`config.mk`:
```
export PLATFORM = sky130hd
export DESIGN_NAME = lbi_queue
export DESIGN_NICKNAME = d
export VERILOG_FILES = /design/src/sv/lbi_pkg.sv /design/src/sv/lbi_queue.sv
export SDC_FILE = /design/constraint.sdc
export NUM_CORES = 1
export LEC_CHECK = 0
export ABC_AREA = 1
export BUFFER_PORTS_ARGS = -buffer_cell sky130_fd_sc_hd__buf_4
export CAP_MARGIN = 0
export CELL_PAD_IN_SITES_DETAIL_PLACEMENT = 2
export CELL_PAD_IN_SITES_GLOBAL_PLACEMENT = 2
export CORE_MARGIN = 1.5
export CORE_UTILIZATION = 34
export CTS_CLUSTER_DIAMETER = 120
export DETAILED_ROUTE_END_ITERATION = 7
export GPL_TIMING_DRIVEN = 0
export HOLD_SLACK_MARGIN = 0.12
export PLACE_DENSITY_LB_ADDON = 0.1
export SYNTH_ARGS = -nofsm -noshare
export SYNTH_HDL_FRONTEND = slang
export SYNTH_SLANG_ARGS = --single-unit
```
`constraint.sdc`:
```
create_clock -name clk -period 1.4 [get_ports clk]
set_input_delay 0.28 -clock clk [delete_from_list [all_inputs] [get_ports clk]]
set_output_delay 0.28 -clock clk [all_outputs]
set_load 0.005 [all_outputs]
```
`src/sv/lbi_pkg.sv`:
```
// Shared types, constants and a helper function for the border search block.
`timescale 1ns / 1ps
package lbi_pkg;

  localparam int MAX_LEN_DEFAULT = 4096;
  localparam int HASH_W          = 64;
  localparam int QUEUE_DEPTH     = 2;
  localparam logic [HASH_W-1:0] CHAR_OFFSET = 64'd96;

  // One classified character on its way from the front to the back.
  typedef struct packed {
    logic [7:0] code;
    logic       store;
    logic       last;
    logic       trunc;
  } q_item_t;

  typedef enum logic [3:0] {
    B_IDLE,
    B_RD_LEN,
    B_RD_M,
    B_RD_SUF,
    B_SUF_X,
    B_MUL0,
    B_MUL1,
    B_MUL2,
    B_CMP,
    B_RD_B,
    B_RD_A,
    B_IN_X,
    B_EMIT
  } back_state_t;

  // Multiplication by the hash base 131 = 128 + 2 + 1, wrapping.
  function automatic logic [HASH_W-1:0] mul131(input logic [HASH_W-1:0] v);
    mul131 = (v << 7) + (v << 1) + v;
  endfunction

endpackage

```
`src/sv/lbi_queue.sv`:
```
// Short first-in first-out queue of classified characters.
`timescale 1ns / 1ps
module lbi_queue (
  input  logic             clk,
  input  logic             rst,
  input  logic             push,
  input  lbi_pkg::q_item_t push_item,
  input  logic             pop,
  output lbi_pkg::q_item_t head_item,
  output logic             not_empty,
  output logic             full
);
  import lbi_pkg::*;

  localparam int PW = (QUEUE_DEPTH > 1) ? $clog2(QUEUE_DEPTH) : 1;
  localparam int NW = $clog2(QUEUE_DEPTH + 1);

  q_item_t         slots [QUEUE_DEPTH];
  logic [PW-1:0]   wr_ptr;
  logic [PW-1:0]   rd_ptr;
  logic [NW-1:0]   fill;

  assign head_item = slots[rd_ptr];
  assign not_empty = (fill != '0);
  assign full      = (fill == NW'(QUEUE_DEPTH));

  always_ff @(posedge clk) begin
    if (push) begin
      slots[wr_ptr] <= push_item;
    end
  end

  always_ff @(posedge clk) begin
    if (rst) begin
      wr_ptr <= '0;
      rd_ptr <= '0;
      fill   <= '0;
    end else begin
      if (push) begin
        wr_ptr <= (wr_ptr == PW'(QUEUE_DEPTH - 1)) ? '0 : wr_ptr + PW'(1);
      end
      if (pop) begin
        rd_ptr <= (rd_ptr == PW'(QUEUE_DEPTH - 1)) ? '0 : rd_ptr + PW'(1);
      end
      unique case ({push, pop})
        2'b10:   fill <= fill + NW'(1);
        2'b01:   fill <= fill - NW'(1);
        default: fill <= fill;
      endcase
    end
  end

endmodule

```
== After elaboration in Yosys (flattened, before gate mapping) ==
Memory sizes are Yosys's and may differ from the RTL's. A register that Yosys moved wholly into a read port is not among the register bits.
Index checks and enable logic that the tools add are counted.

* Register bits: 4
* Memories kept: 1
* Input port bits: 15
* Output and inout port bits: 13
* Bits in writable memories: 22

{| class="wikitable"
|+ Memories
! memory !! depth !! bits a word !! read ports !! clocked after memory_dff !! write ports !! RTL line !! source
|-
| slots || 2 || 11 || 1 || 1 || 1 || lbi_queue.sv:18 || <nowiki>q_item_t slots [QUEUE_DEPTH];</nowiki>
|}

* Reductions and logical operators: 2
* Equal/unequal tests: 3
* Add/subtract/negate cells: 4
* Mux-type cells: 7

{| class="wikitable"
|+ Operators by type and width
! kind !! count
|-
| two-way mux 1 bit || 6
|-
| == test 2 bit, second input constant || 2
|-
| case mux 2 bit (2 select lines) || 1
|-
| nonzero test 2 bit || 2
|-
| adder 1 bit, second input constant || 2
|-
| adder 2 x 1 -> 2 bit, second input constant || 1
|-
| == test 2 x 1 -> 1 bit, second input constant || 1
|-
| subtractor 2 x 1 -> 2 bit, second input constant || 1
|}

== Logic depth before layout (Yosys ltp) ==
* Depth after elaboration: 4
* Gate-level depth with buffers: 7
* Depth with buffers taken out: 7

== Worst setup path after synthesis ==
No wires, ideal clock.

* Path type: register to register
* From: reg wr_ptr
* To: mem slots[0][0] in the netlist's numbering (enable)
* Path slack: 210 ps
* Stages on the path, launching flop included: 2
* Library setup time: 378 ps
* Buffers on the path: 0
* Arrival time: 812 ps
* Required time: 1022 ps
* Cells stage by stage: dfxtp_1 nor2_1

{| class="wikitable"
|+ RTL lines
! item !! RTL line !! source
|-
| from (decl) || lbi_queue.sv:19 || <nowiki>logic [PW-1:0] wr_ptr;</nowiki>
|-
| from (signal assigned) || lbi_queue.sv:40 || <nowiki>wr_ptr <= (wr_ptr == PW'(QUEUE_DEPTH - 1)) ? '0 : wr_ptr + PW'(1);</nowiki>
|-
| to (decl) || lbi_queue.sv:18 ||
|}

No word-level cell before the write port.

==> results.py <==
metrics = {
    "route": {
        "vias": 666,
        "ant_nets": 0,
        "drc": 0,
        "routed_via_density": 4.59,
        "first_pass_iters": 3,
        "drt_iter0_markers": 9,
        "wl_per_cell_um": 14.9,
        "routed_wl_um": 2160,
    },
    "grt": {
        "antenna_found_initial": 0,
        "grtUsageTotal_pct": 13.7,
        "grt_overflow": 0,
        "grt_max_degree": 16,
        "grt_pass1_wl_um": 3340,
        "grt_pass1_vias": 696,
    },
    "floorplanning": {
        "rows": 20,
        "core_sq_um": 3000,
        "die_h_um": 58.8,
        "initial_core_util_pct": 35.2,
        "fp.dieArea_sq_um": 3460,
        "fp.dieW_um": 58.8,
        "ios": 28,
    },
    "yosys": {
        "synth_largest_area_cell": "edfxtp_1",
        "dominantRegCellSynth": "edfxtp_1",
        "yosysTopAreaCellShare_pct": 62.4,
        "ys_top_cells_by_count": "22 x edfxtp_1, 10 x mux2_4, 9 x nor2_1",
        "yosysUniqueCellTypes": 14,
        "synth-warning-count": 0,
        "synthTopCellsByArea": "edfxtp_1 62%, mux2_4 14%, dfxtp_1 9.5%",
        "syn_area_per_cell_sq_um": 15.8,
        "synth_edf_count": 22,
        "synth_cells": 67,
        "synth-seq-area-share_pct": 71.9,
        "synth-async-reset-ratio_pct": 0,
        "synth_nets": 83,
        "ys_ff_latch": 27,
        "syn_area_sq_um": 1060,
        "synth_most_common_cell": "edfxtp_1",
    },
    "worst_setup_path": {
        "rrSetupSlack_ns": 0.20,
        "start_kind": "flip-flop",
        "rr_worst_depth": 1,
        "r2r_end": "slots[0][8]",
        "r2r_start": "wr_ptr",
        "arrival_ns": 1.27,
        "critPathKind": "reg2out",
        "crit_fanout": 5,
        "end_kind": "output pin",
        "required_ns": 1.12,
        "endpoint": "head_item[9]",
    },
    "timing": {
        "setup_tns_ns": -1.53,
        "skew_ns": 0.0105,
        "slew_headroom_pct": 59.8,
        "fin_crit_sh_pct": 111,
        "worst_slew_pin_slew_ns": 0.602,
        "hold_viol": 0,
        "setup_violations": 11,
        "period_minus_slack_ns": 1.55,
        "fin_ws_ns": -0.149,
        "rsz0062_at_grt": "yes",
        "whs_ns": 0.231,
        "finalMaxSlewViolations": 0,
        "clock.fmax_ghz": 0.646,
    },
    "power_and_ir_drop": {
        "total_power_mw": 1.59,
        "p_clk_share_pct": 20.6,
        "intPower_mw": 1.23,
        "peakVddDrop_uv": 593,
        "power.density_nw_per_um2": 1040,
        "p_sw_share_pct": 22.7,
        "comb_power_share_pct": 20.1,
        "p_seq_share_pct": 59.4,
        "leakage_nw": 0.645,
        "switching_power_mw": 0.361,
    },
    "final_layout": {
        "fin_area_sq_um": 1530,
        "fin_cells": 145,
        "syn2layout_area_growth_pct": 44.1,
        "nNetsFinal": 129,
        "diodes": 0,
        "layout-drive-gt1-share_pct": 42.9,
        "final_core_util_pct": 50.8,
        "fill_cells": 288,
    },
    "placement": {
        "gp_congestion": 0.620,
        "dp.cells": 127,
        "pre_cts_ws_ns": -0.212,
        "place_hpwl_um": 1540,
        "postPlaceCellArea_sq_um": 1300,
        "io_buffers": 27,
    },
    "clock_tree": {
        "cts_root_buf": "clkbuf_4",
        "clk_latency_ns": 0.33,
        "max-clock-path-buffers": 2,
        "path_clk_slew_ns": 0.13,
        "cts_tree": "yes",
        "numClockSinks": 27,
        "cts_buffers": 3,
        "htree_levels": 1,
    },
    "outcome": {
        "status": "finished with violations",
        "violations": "negative setup slack",
    },
    "job": {
        "cap_violations": 0,
    },
    "worst_hold_path": {
        "hp-class": "in2reg",
    },
}
[worst min-delay path by stage]
stage | start | endpoint | slack, ns | depth (start not counted)
2_1_floorplan | rst | flip-flop | 0.35 | 1
3_3_place_gp | push_item[4] | slots[1][4] | 0.47 | 1
3_5_place_dp | push_item[9] | slots[0][9] | 0.47 | 1
4_1_cts | push_item[5] | slots[1][5] | 0.12 | 1
5_1_grt | pop | rd_ptr | 0.25 | 3
6_report | pop | rd_ptr | 0.23 | 3
[metal layers]
| layer | global-route usage [%] | share of wire [%] | vias up |
|---|---|---|---|
| li1 | - | - | 326 |
| met3 | 4.62 | 3.5 | 5 |
| met5 | 0 | 0 | - |
| met2 | 25.6 | 57 | 16 |
| met1 | 14.3 | 39 | 319 |
| met4 | 3.90 | 1.1 | 0 |
[sequential cells by signal, summed over array words and instances, names as in the netlist, named ones only]
name    count
slots      22
wr_ptr      1
rd_ptr      1
fill        2
[critical path, cell delays in order (launching register included)]
cell	delay (ns)
dfxtp_4	0.39
buf_6	0.14
mux2_4	0.31
buf_6	0.12
[kinds of logic (layout without fill, tap and decap cells)]
group | Yosys count | after routing | synth area share (%)
fa+ha+maj | 1 | 1 | 1.18
flops | 27 | 27 | 71.9
buf+inv | 8 | 53 | 3.55
simple gates | 17 | 17 | 6.38
compound gates | 2 | 2 | 0.945
xor+xnor | 1 | 1 | 0.828
mux | 11 | 11 | 15.2
[power by group through the flow]
stage	Clock [mW]	Combinational (mW)	Sequential, mW
6_report	0.327	0.319	0.944
3_3_place_gp	0	0.243	0.955
2_1_floorplan	0	0.131	0.952
3_5_place_dp	0	0.255	0.959
4_1_cts	0.345	0.306	0.943
5_1_grt	0.379	0.347	0.948
[repair_timing]
action,CTS,global route
setup endpoints to repair,22,12
gates cloned,1,0
hold buffers,5,7
hold endpoints to repair,9,13
setup buffers,1,0
resized for setup,17,2
[area by class of cell]
cell class	instances	area (sq um)	area share [%]
sequential	27	766	50.2
timing repair buffer	41	383	25.1
multi-input combinational	32	267	17.5
tap	33	41.3	2.71
inverter	7	26.3	1.72
clock buffer	3	22.5	1.48
buffer	1	15.0	0.984
clock inverter	1	5.00	0.328
[placed cells by master (no fill, tap or decap), types with 3 or more instances in the layout]
cell type	n
dlygate4sd3_1	12
mux2_4	11
clkbuf_4	3
buf_4	17
nand2_1	6
inv_1	7
edfxtp_1	22
dfxtp_1	3
nor2_1	8
buf_6	12
(Power assumes the default switching activity.)
