**src/sv/lbi_pkg.sv**
```systemverilog
// Shared types, constants and a helper function for the border search block.
`timescale 1ns / 1ps
package lbi_pkg;

  localparam int MAX_LEN_DEFAULT = 4096;
  localparam int HASH_W          = 64;
  localparam int QUEUE_DEPTH     = 2;
  localparam logic [HASH_W-1:0] CHAR_OFFSET = 64'd96;

  // One classified character on its way from the front to the back.
  typedef struct packed {
    logic [7:0] code;
    logic       store;
    logic       last;
    logic       trunc;
  } q_item_t;

  typedef enum logic [3:0] {
    B_IDLE,
    B_RD_LEN,
    B_RD_M,
    B_RD_SUF,
    B_SUF_X,
    B_MUL0,
    B_MUL1,
    B_MUL2,
    B_CMP,
    B_RD_B,
    B_RD_A,
    B_IN_X,
    B_EMIT
  } back_state_t;

  // Multiplication by the hash base 131 = 128 + 2 + 1, wrapping.
  function automatic logic [HASH_W-1:0] mul131(input logic [HASH_W-1:0] v);
    mul131 = (v << 7) + (v << 1) + v;
  endfunction

endpackage

```
**src/sv/lbi_front.sv**
```systemverilog
// Front end: accepts characters and classifies them as stored or dropped.
`timescale 1ns / 1ps
module lbi_front #(
  parameter int MAX_LEN = lbi_pkg::MAX_LEN_DEFAULT
) (
  input  logic             clk,
  input  logic             rst,
  input  logic             accept,
  input  logic [7:0]       char_code,
  input  logic             last_char,
  output lbi_pkg::q_item_t item
);
  import lbi_pkg::*;

  localparam int CW = $clog2(MAX_LEN + 1);

  logic [CW-1:0] cnt;
  logic          ovf;
  logic          store;

  assign store      = (cnt < CW'(MAX_LEN));
  assign item.code  = char_code;
  assign item.store = store;
  assign item.last  = last_char;
  assign item.trunc = ovf | ~store;

  always_ff @(posedge clk) begin
    if (rst) begin
      cnt <= '0;
      ovf <= 1'b0;
    end else if (accept) begin
      if (last_char) begin
        cnt <= '0;
        ovf <= 1'b0;
      end else begin
        cnt <= cnt + CW'(store);
        ovf <= ovf | ~store;
      end
    end
  end

endmodule

```
**config.mk**
```make
export PLATFORM = sky130hd
export DESIGN_NAME = lbi_front
export DESIGN_NICKNAME = d
export VERILOG_FILES = /design/src/sv/lbi_pkg.sv /design/src/sv/lbi_front.sv
export SDC_FILE = /design/constraint.sdc
export NUM_CORES = 1
export LEC_CHECK = 0
export ABC_AREA = 0
export ABC_CLOCK_PERIOD_IN_PS = 2040
export BUFFER_PORTS_ARGS = -buffer_cell sky130_fd_sc_hd__buf_2
export CAP_MARGIN = 10
export CORE_UTILIZATION = 48
export CTS_CLUSTER_DIAMETER = 50
export DETAILED_ROUTE_END_ITERATION = 6
export HOLD_SLACK_MARGIN = 0.12
export PLACE_DENSITY_LB_ADDON = 0.3
export SYNTH_ARGS = -nofsm -noshare
export SYNTH_HDL_FRONTEND = slang
export SYNTH_SLANG_ARGS = --single-unit
```
**constraint.sdc**
```tcl
create_clock -name clk -period 2.04 [get_ports clk]
set_clock_uncertainty 0.05 [all_clocks]
set_input_delay 0.204 -clock clk [delete_from_list [all_inputs] [get_ports clk]]
set_output_delay 0.204 -clock clk [all_outputs]
set_load 0.05 [all_outputs]
```
* Word level (Yosys, flattened, before mapping)
Index checks and enable logic that the tools add are counted.
Operators by class: muxes and demuxes 2, order comparisons 1, shift-type cells 0, bitwise operators 2, reduce and logical (&&, ||, !) cells 0, multiply operators 0, div/mod/pow operators 0, eq/ne operators 0, add/subtract/negate cells 1
Operator list (number):
- $add 13x1->13 | 1
- $lt 13x13->1 const B | 1
- $mux 13 | 1
- $mux 1 | 1
- $not 1->1 | 1
- $or 1x1->1 | 1
Storage, ports and cells: latch bits 0, bits in read-only memories 0, memories 0, memory bits (writable) 0, bits in registers 14

* Longest topological paths before layout
Gate-level depths: netlist (run 1).
depth in word-level cells 4, depth in mapped cells 6, mapped depth without buffers 5

* Worst setup path after synthesis (run 1)
No wires, ideal clock.
path type register to register, start register cnt[12], end register cnt[10], clock period less this slack 1.453 ns, setup slack 0.587 ns, stages on the path, launching flop included 7, arrival 1.332 ns, cell sequence dfxtp_1 inv_1 ha_1 nand4_2 buf_6 nor4_1 mux2i_1
On the way: longest elaborated chain between the ends 3
RTL lines:
- start: declaration | line lbi_front.sv:17 | logic [CW-1:0] cnt;
- start signal: assignment | line lbi_front.sv:36 | cnt <= cnt + CW'(store);
- $lt 13x13->1 | line lbi_front.sv:21 | assign store = (cnt < CW'(MAX_LEN));
- via store | line lbi_front.sv:19 | logic store;
- $add 13x1->13 | line lbi_front.sv:36
- $mux 13 | line lbi_front.sv:32 | if (last_char) begin
The timed path passes the listed nets, and every way through them passes these cells. A chain may end at the register's enable or synchronous reset.

* Worst setup path in the final report (run 1)
start register cnt[12], end register cnt[6]
On the way: longest elaborated chain between the ends 3
RTL lines (line):
- $lt 13x13->1 | lbi_front.sv:21
- $add 13x1->13 | lbi_front.sv:36
- $mux 13 | lbi_front.sv:32
Every way passes these cells.

==> flow_metrics.tcl, run 1 <==
set metrics [dict create \
    status "completed" \
    antenna_found_initial 0 \
    worstSetupPathType "flop to flop" \
    synth-main-ff-cell "dfxtp_1" \
    clk_latency_ns 0.29 \
    fin_ws_ns 0.4445 \
    grt-ovfl-total 0 \
    area_growth_pct -2.159 \
    route.detailed.drc 0 \
    cts_hold_buf 0 \
    ys_warn_count 0 \
    reg2regPathDepth 5 \
    htree_levels 1 \
    powerDensity_nw_per_um2 690.9 \
    clock-sinks 14 \
    fillers 121 \
    setup_viol 0 \
    cts_resized 0 \
    syn_area_sq_um 753.2 \
    drv_slew 0 \
    preCtsSetupSlack_ns 0.4492 \
    grt_pass1_wl_microns 1959 \
    path_cells "inv_1 > ha_1 > nand4_2 > or3_2 > a21oi_1" \
    whs_path_depth 4 \
    ant_nets 0 \
    hp-class "input pin to flop" \
    vias_per_cell 5.525 \
    port_buffers 6 \
    swShare 0.2246 \
    boundaryPins 23 \
    n_antenna_cell 0 \
    yosys-top-cells-area "dfxtp_1 (37%), buf_4 (10%), mux2i_1 (6.6%)" \
    synth_edf_count 0 \
    post-route-util 0.5330 \
    min_to "cnt[9]" \
    yosys_register_bits 14 \
    die_x_microns 41.62 \
    synth_top_area_frac 0.3721 \
    post-route-period-util 0.7821 \
    crit_start "cnt[12]" \
    leakagePower_uw 0.0002602 \
    ys_seq_area_frac 0.3721 \
    final_cells 99 \
    dpl.hpwl_microns 805.1 \
    fmax_ghz 0.6268 \
    pwr-share-comb 0.060 \
    clock_path_buffers 2 \
    critPathSlowestCell "or3_2" \
    cap_viol_max_count 0 \
    power_switching_uw 114.3 \
    yosysUniqueCellTypes 25 \
    slew_headroom 0.7162 \
    crit_buf_inv 1 \
    placed_cells 95 \
    rsz0062_at_grt "false" \
    tns_ns 0 \
    place_congestion 0.7482 \
    grt_max_degree 12 \
    cts-root-buf "clkbuf_4" \
    cts_tree "yes" \
    ys_async_sr_fraction 0 \
    yosysTopAreaCell "dfxtp_1" \
    worst_slew_pin_slew_ns 0.4257 \
    wl_microns 1109 \
    hold_violations 0 \
    vias 547 \
    r2r_end "cnt[6]" \
    power_frac_clock 0.394 \
    avgSynthCellArea_sq_um 8.658 \
    drive_above_1_share 0.1786 \
    cp_max_fo 11 \
    cts_buffers 3 \
    intPower_uw 394.8 \
    grt_pass1_vias 492 \
    pwr-share-seq 0.546 \
    num-nets-final 99 \
    min_period_ns 1.595 \
    die_area_sq_um 1732 \
    yosysMostFrequentCell "dfxtp_1" \
    r2r_start "cnt[12]" \
    wl_per_cell_microns 11.20 \
    max_stage_delay_ns 0.50 \
    critPathTopFamily "simple AND/OR/NAND/NOR gates" \
    core_sq_um 1383 \
    die_y_microns 41.62 \
    fp-row-count 13 \
    grt_usage 0.1493 \
    worst-r2r-setup-slack_ns 0.44 \
    end_kind "flop" \
    clkSlewWorstSetupHoldPaths_ns 0.08 \
    drt_iter0_markers 16 \
    regArea_sq_um 280.3 \
    start_util 0.5448 \
    hp-start "rst" \
    ir_worst_vdd_mv 0.3689 \
    multi_input_area_sq_um 356.6 \
    design_power_total_uw 509.2 \
    startpoint_type "flop" \
    syn-num-nets 101 \
    netlist_top_cells_count "dfxtp_1 (14), buf_4 (10), nand2_1 (9)" \
    worst_ep_required_time_ns 2.22 \
    syn_inst 87 \
    firstDrtPassIters 4 \
    crit_arrival_ns 1.77 \
    cts_setup_buffers 0 \
]
[power groups by stage]
stage                     Sequential, uW  Clock, uW  Combinational [uW]
after detailed placement             284          0                30.7
after CTS                            278        210                30.9
after global routing                 278        215                34.7
final                                278        201                30.7
after global placement               284          0                30.6
after floorplan                      284          0                68.6
[placed cells by master, fill, tap and decap left out, drive strengths merged, types with 4 or more instances in the layout]
cell,synthesis,routed
a21oi,6,6
buf,12,6
clkbuf,1,4
dfxtp,14,14
inv,4,4
mux2i,5,5
nand2,9,9
nand4,4,4
nor2,5,5
nor4,4,4
o21ai,4,4
or3,4,4
[worst max-delay path by stage]
| stage | endpoint | depth (start not counted) |
|---|---|---|
| after floorplan | cnt[10] | 6 |
| after global placement | cnt[11] | 5 |
| after detailed placement | cnt[6] | 5 |
| after CTS | cnt[6] | 5 |
| after global routing | cnt[9] | 5 |
| final | cnt[6] | 5 |
[stage by stage]
stage	hold slack, ns	area [sq um]
finish	0.2177	737.0
global route	0.2439	737.0
CTS	0.2086	737.0
detailed placement	0.3583	700.7
global placement	0.3583	700.7
floorplan	0.3651	753.2
[cell type report]
type | count | area share
inverter | 4 | 0.02037
multi-input combinational | 56 | 0.4839
tap | 15 | 0.02547
clock buffer | 4 | 0.04924
timing repair buffer | 6 | 0.04075
sequential | 14 | 0.3803
[kinds of logic (layout without fill, tap and decap cells)]
logic type | Yosys count | count (layout) | synth area share
simple gates | 33 | 33 | 0.2326
buf+inv | 17 | 14 | 0.1545
flops | 14 | 14 | 0.3721
compound gates | 13 | 13 | 0.1063
mux | 5 | 5 | 0.06645
xor+xnor | 3 | 3 | 0.03489
fa+ha+maj | 2 | 2 | 0.03322
[per-layer routing]
layer  GRT usage  vias to the layer above  share of wire
met3     0.04783                        5          0.050
met2      0.2219                       14           0.44
met1      0.1703                      244           0.48
met4      0.1290                        0          0.029
met5           0                        -              0
li1            -                      284              -
[flip-flops by register name, indices dropped and copies added, names as in the netlist]
| register | cells |
|---|---|
| cnt | 13 |
| ovf | 1 |
[worst reg2reg max path: cells and delay by family (launching register included)]
kind	cells	cell delay (ns)
flip-flops	1	0.33
adder cells (fa/ha/maj)	1	0.19
AND/OR/NAND/NOR	2	0.72
AO/OA/AOI/OAI	1	0.14
buffers and inverters	1	0.11
Power figures use the tool's default switching activity.
==> run 2, diff against run 1 <==
- ABC_CLOCK_PERIOD_IN_PS: 2040 -> 1600
- clock period: 2.04 -> 1.6 ns (I/O delays scaled with it)
==> run 2 against run 1 <==
Against the previous run:
- via count is 4.9% higher
- highest routed layer unchanged
- die area stayed put
- critical path depth stayed put
- combinational power is 44% higher
- hold slack worse by 0.039 ns
- critical path type unchanged
- clock power is 29% higher
- non-clock buffer count is 2 higher
- core utilization is 3.1 points higher
- fmax is 6.6% higher
- setup slack worse by 0.34 ns
- register-to-register slack worse by 0.34 ns
- sequential share of layout area is 2.1 points lower
==> flow_metrics.tcl, run 2 (synthesized netlist as in run 1, its figures left out) <==
set metrics [dict create \
    status "completed" \
    hp-start "rst" \
    firstDrtPassIters 4 \
    grt_max_degree 12 \
    die_y_microns 41.62 \
    pwr-share-comb 0.067 \
    rsz0062_at_grt "false" \
    drive_above_1_share 0.2326 \
    power_switching_uw 153.4 \
    htree_levels 1 \
    place_area_sq_um 708.2 \
    start_util 0.5448 \
    leakagePower_uw 0.0002654 \
    drt_iter0_markers 4 \
    clock_path_buffers 2 \
    slew_headroom 0.7267 \
    r2r_start "cnt[12]" \
    dpl.hpwl_microns 905.3 \
    cts_buffers 3 \
    port_buffers 6 \
    worst_ep_required_time_ns 1.77 \
    core_sq_um 1383 \
    cts_hold_buf 0 \
    critPathSlowestCell "or3_1" \
    cts_tree "yes" \
    num-nets-final 101 \
    top_register "cnt" \
    swShare 0.2328 \
    cp_max_fo 4 \
    path_cells "inv_2 > ha_1 > nand4_1 > or3_1 > a21oi_1" \
    post-route-util 0.5638 \
    die_area_sq_um 1732 \
    hp-class "input pin to flop" \
    cap_viol_max_count 0 \
    fmax_ghz 0.6681 \
    place_congestion 0.7628 \
    clk_latency_ns 0.28 \
    worst_slew_pin_slew_ns 0.4100 \
    fin_hold_ws_ns 0.1785 \
    pwr-share-seq 0.540 \
    whs_path_depth 4 \
    vias 574 \
    wl_microns 1305 \
    startpoint_type "flop" \
    layout_common_cells "dfxtp_1 (14), nand2_1 (9), buf_2 (6)" \
    clkSlewWorstSetupHoldPaths_ns 0.09 \
    post-route-period-util 0.9355 \
    reg.largest.list "cnt x13, ovf x1" \
    ir_worst_vdd_mv 0.4387 \
    power_frac_clock 0.394 \
    n_antenna_cell 0 \
    boundaryPins 23 \
    cts-root-buf "clkbuf_4" \
    max_stage_delay_ns 0.41 \
    intPower_uw 505.5 \
    route.detailed.drc 0 \
    grt_usage 0.1759 \
    reg2regPathDepth 5 \
    drv_slew 0 \
    min_to "cnt[8]" \
    die_x_microns 41.62 \
    hold_violations 0 \
    largest_reg_flops 13 \
    r2r_end "cnt[7]" \
    area_growth_pct 3.488 \
    worstSetupPathType "flop to flop" \
    grt_pass1_vias 536 \
    min_period_ns 1.497 \
    antenna_found_initial 0 \
    setup_viol 0 \
    crit_arrival_ns 1.67 \
    ant_nets 0 \
    design_power_total_uw 659.0 \
    vias_per_cell 5.683 \
    clock-sinks 14 \
    final_common_cell "dfxtp_1" \
    wl_per_cell_microns 12.92 \
    worst-r2r-setup-slack_ns 0.10 \
    powerDensity_nw_per_um2 845.4 \
    grt_pass1_wl_microns 2304 \
    end_kind "flop" \
    stdcell_area_sq_um 779.5 \
    grt-ovfl-total 0 \
    fp-row-count 13 \
]
## run 2: final cells by class
class	count	area [sq um]
fill	122	603.1
multi-input combinational	56	384.1
sequential	14	280.3
timing repair buffer	8	45.04
clock buffer	4	36.28
tap	15	18.77
inverter	4	15.01
## run 2: stage by stage
step / TNS [ns] / worst slack (ns) / std cells
floorplan: 0 / 0.1465 / 87
global placement: 0 / 0.04234 / 96
detailed placement: -0.02314 / -0.02314 / 96
CTS: 0 / 0.0001621 / 100
global route: 0 / 0.004785 / 101
finish: 0 / 0.1032 / 101
## run 2: worst max path at each step
stage               startpoint  endpoint  slack [ns]  cells after the start
floorplan              cnt[12]   cnt[10]        0.15                      6
global placement       cnt[12]    cnt[6]        0.04                      5
detailed placement     cnt[12]   cnt[11]       -0.02                      5
CTS                    cnt[12]   cnt[11]      0.0002                      5
global route           cnt[12]    cnt[7]       0.005                      5
finish                 cnt[12]    cnt[7]        0.10                      5
## run 2: layer usage
metal  vias to the layer above  share of wire  track usage
met1                       262           0.46       0.2174
met5                         -              0            0
met4                         0          0.017       0.1097
met3                         4          0.048      0.04783
li1                        292              -            -
met2                        16           0.48       0.2688
## run 2: worst max-delay path, delay by kind of cell (launching register included)
| kind | cells | cell delay, ns |
|---|---|---|
| and+or+nand+nor | 2 | 0.63 |
| buffers and inverters | 1 | 0.10 |
| adders and majority gates | 1 | 0.17 |
| DFF | 1 | 0.34 |
| AOI/OAI and AO/OA | 1 | 0.14 |
## run 2: repair_timing
item / CTS / global route
pin swaps: 0 / 1
endpoints found under the setup margin: 2 / 8
gates resized for setup: 2 / 3
setup buffers: 0 / 1
## run 2: power groups by stage
| stage | Sequential (uW) | Clock [uW] | Combinational (uW) |
|---|---|---|---|
| 3_3_place_gp | 362 | 0 | 39.0 |
| 5_1_grt | 356 | 289 | 48.2 |
| 4_1_cts | 355 | 264 | 42.2 |
| 6_report | 356 | 259 | 44.1 |
| 3_5_place_dp | 362 | 0 | 40.7 |
| 2_1_floorplan | 362 | 0 | 87.5 |
==> run 3, diff against run 2 <==
- ABC_CLOCK_PERIOD_IN_PS: 1600 -> 1300
- CORE_UTILIZATION: 48 -> 44
- clock period: 1.6 -> 1.3 ns (I/O delays scaled with it)
==> run 3 against run 2 <==
Against the previous run:
- cell count up 9.9%
- sequential power up 23%
- setup slack worse by 0.19 ns
- register-to-register slack got worse by 0.19 ns
- largest cell class unchanged
- design area increased by 24%
- hold slack got worse by 0.023 ns
- highest routed layer unchanged
- via count grew 4.4%
- routed wire length increased by 11%
- critical endpoint unchanged
- the flow now finishes with violations (negative setup slack)
- clock-buffer cell count stayed put
- non-clock buffer count increased by 9
- flip-flop and latch count stayed put
- sequential share of layout area fell by 6.0 points
==> flow_metrics.tcl, run 3 (synthesized netlist as in run 1, its figures left out) <==
set metrics [dict create \
    crit_arrival_ns 1.55 \
    crit_buf_inv 1 \
    max_stage_delay_ns 0.41 \
    grt_max_degree 10 \
    die_y_microns 43.38 \
    start_util 0.4831 \
    min_period_ns 1.382 \
    antenna_found_initial 0 \
    largest_reg_flops 13 \
    cp_max_fo 3 \
    leakagePower_uw 0.0003647 \
    post-route-util 0.6196 \
    num-nets-final 110 \
    hp-class "input pin to flop" \
    firstDrtPassIters 3 \
    critPathSlowestCell "or3_1" \
    violations "negative setup slack" \
    grt_pass1_wl_microns 2532 \
    fmax_ghz 0.7235 \
    powerDensity_nw_per_um2 849.8 \
    path_cells "inv_4 > ha_2 > nand4_1 > or3_1 > a21oi_2" \
    reg2regPathDepth 5 \
    drv_slew 0 \
    area_growth_pct 28.24 \
    rsz0062_at_grt "true" \
    critPathTopFamily "simple AND/OR/NAND/NOR gates" \
    fillers 125 \
    ir_worst_vdd_mv 0.6365 \
    layout_common_cells "nand2_1 (9), dfxtp_1 (9), buf_4 (9)" \
    fp-row-count 14 \
    end_kind "flop" \
    cts_tree "yes" \
    clock_path_buffers 2 \
    whs_path_depth 4 \
    clock-sinks 14 \
    top_register "cnt" \
    drive_above_1_share 0.4526 \
    n_antenna_cell 0 \
    reg.largest.list "cnt x13, ovf x1" \
    tns_ns -0.1923 \
    setup_viol 6 \
    place_congestion 0.6955 \
    final_cells 111 \
    route.detailed.drc 0 \
    ant_nets 0 \
    dpl.hpwl_microns 997.4 \
    wl_per_cell_microns 13.06 \
    worstSetupPathType "flop to flop" \
    clkSlewWorstSetupHoldPaths_ns 0.09 \
    cts_buffers 3 \
    fin_ws_ns -0.08211 \
    core_sq_um 1559 \
    startpoint_type "flop" \
    grt-ovfl-total 0 \
    wl_microns 1450 \
    placed_cells 103 \
    slew_headroom 0.7418 \
    status "finished, violations left" \
    post-route-period-util 1.063 \
    boundaryPins 23 \
    worst_slew_pin_slew_ns 0.3869 \
    grt_usage 0.1772 \
    cts-root-buf "clkbuf_4" \
    port_buffers 6 \
    hold_violations 0 \
    die_x_microns 43.38 \
    grt_pass1_vias 608 \
    path_depth 5 \
    die_area_sq_um 1881 \
    clk_latency_ns 0.28 \
    drt_iter0_markers 4 \
    worst-r2r-setup-slack_ns -0.08 \
    htree_levels 1 \
    vias 599 \
    vias_per_cell 5.396 \
    cap_viol_max_count 0 \
    worst_ep_required_time_ns 1.47 \
]
==> run 3: layout make-up <==
cell class / instances / area, sq um / area share
multi-input combinational: 56 / 474.2 / 0.4909
inverter: 4 / 17.52 / 0.01813
timing repair buffer: 17 / 128.9 / 0.1334
sequential: 14 / 289.0 / 0.2992
tap: 16 / 20.02 / 0.02073
clock buffer: 4 / 36.28 / 0.03756
==> run 3: metal layers <==
metal  vias up  global-route usage  share of wire
met1       277              0.2176           0.43
li1        309                   -              -
met2         7              0.2879           0.51
met3         6             0.06667          0.050
met4         0             0.05625          0.012
met5         -                   0              0
==> run 3: worst reg2reg max path, delay by kind of cell (launching register included) <==
family,cells,cell delay [ns]
and+or+nand+nor,2,0.56
DFF,1,0.34
adders and majority gates,1,0.17
AOI/OAI and AO/OA,1,0.14
buffers and inverters,1,0.07
==> run 3: timing repair <==
action | 4_1_cts | 5_1_grt
setup endpoints to repair | 9 | 10
hold buffers | 1 | 0
buffers inserted | 1 | 2
endpoints found under the hold margin | 1 | 0
resized for setup | 12 | 7
pin swaps | 2 | 2
==> run 3: final timing paths <==
check | start | end
setup reg to reg | cnt[12] | cnt[7]
setup / recovery | cnt[12] | cnt[7]
hold reg to reg | cnt[11] | cnt[11]
hold / removal | last_char | cnt[8]
==> run 3: per-stage QoR <==
step | total power [uW] | instance area (sq um) | hold WS [ns] | setup slack [ns]
2_1_floorplan | 558.1 | 822.0 | 0.2876 | -0.02007
3_3_place_gp | 504.9 | 823.3 | 0.2106 | -0.06836
3_5_place_dp | 507.8 | 823.3 | 0.2106 | -0.1147
4_1_cts | 831.4 | 929.6 | 0.1486 | -0.06908
5_1_grt | 866.9 | 965.9 | 0.1652 | -0.1373
6_report | 820.9 | 965.9 | 0.1558 | -0.08211
==> run 3: power breakdown <==
group	internal, uW	switching [uW]	leakage, uW	total, uW
clock	170	141	0.0000210	312
sequential	432	5.73	0.000116	437
combinational	32.3	39.5	0.000228	71.8
total	634	186	0.000365	821
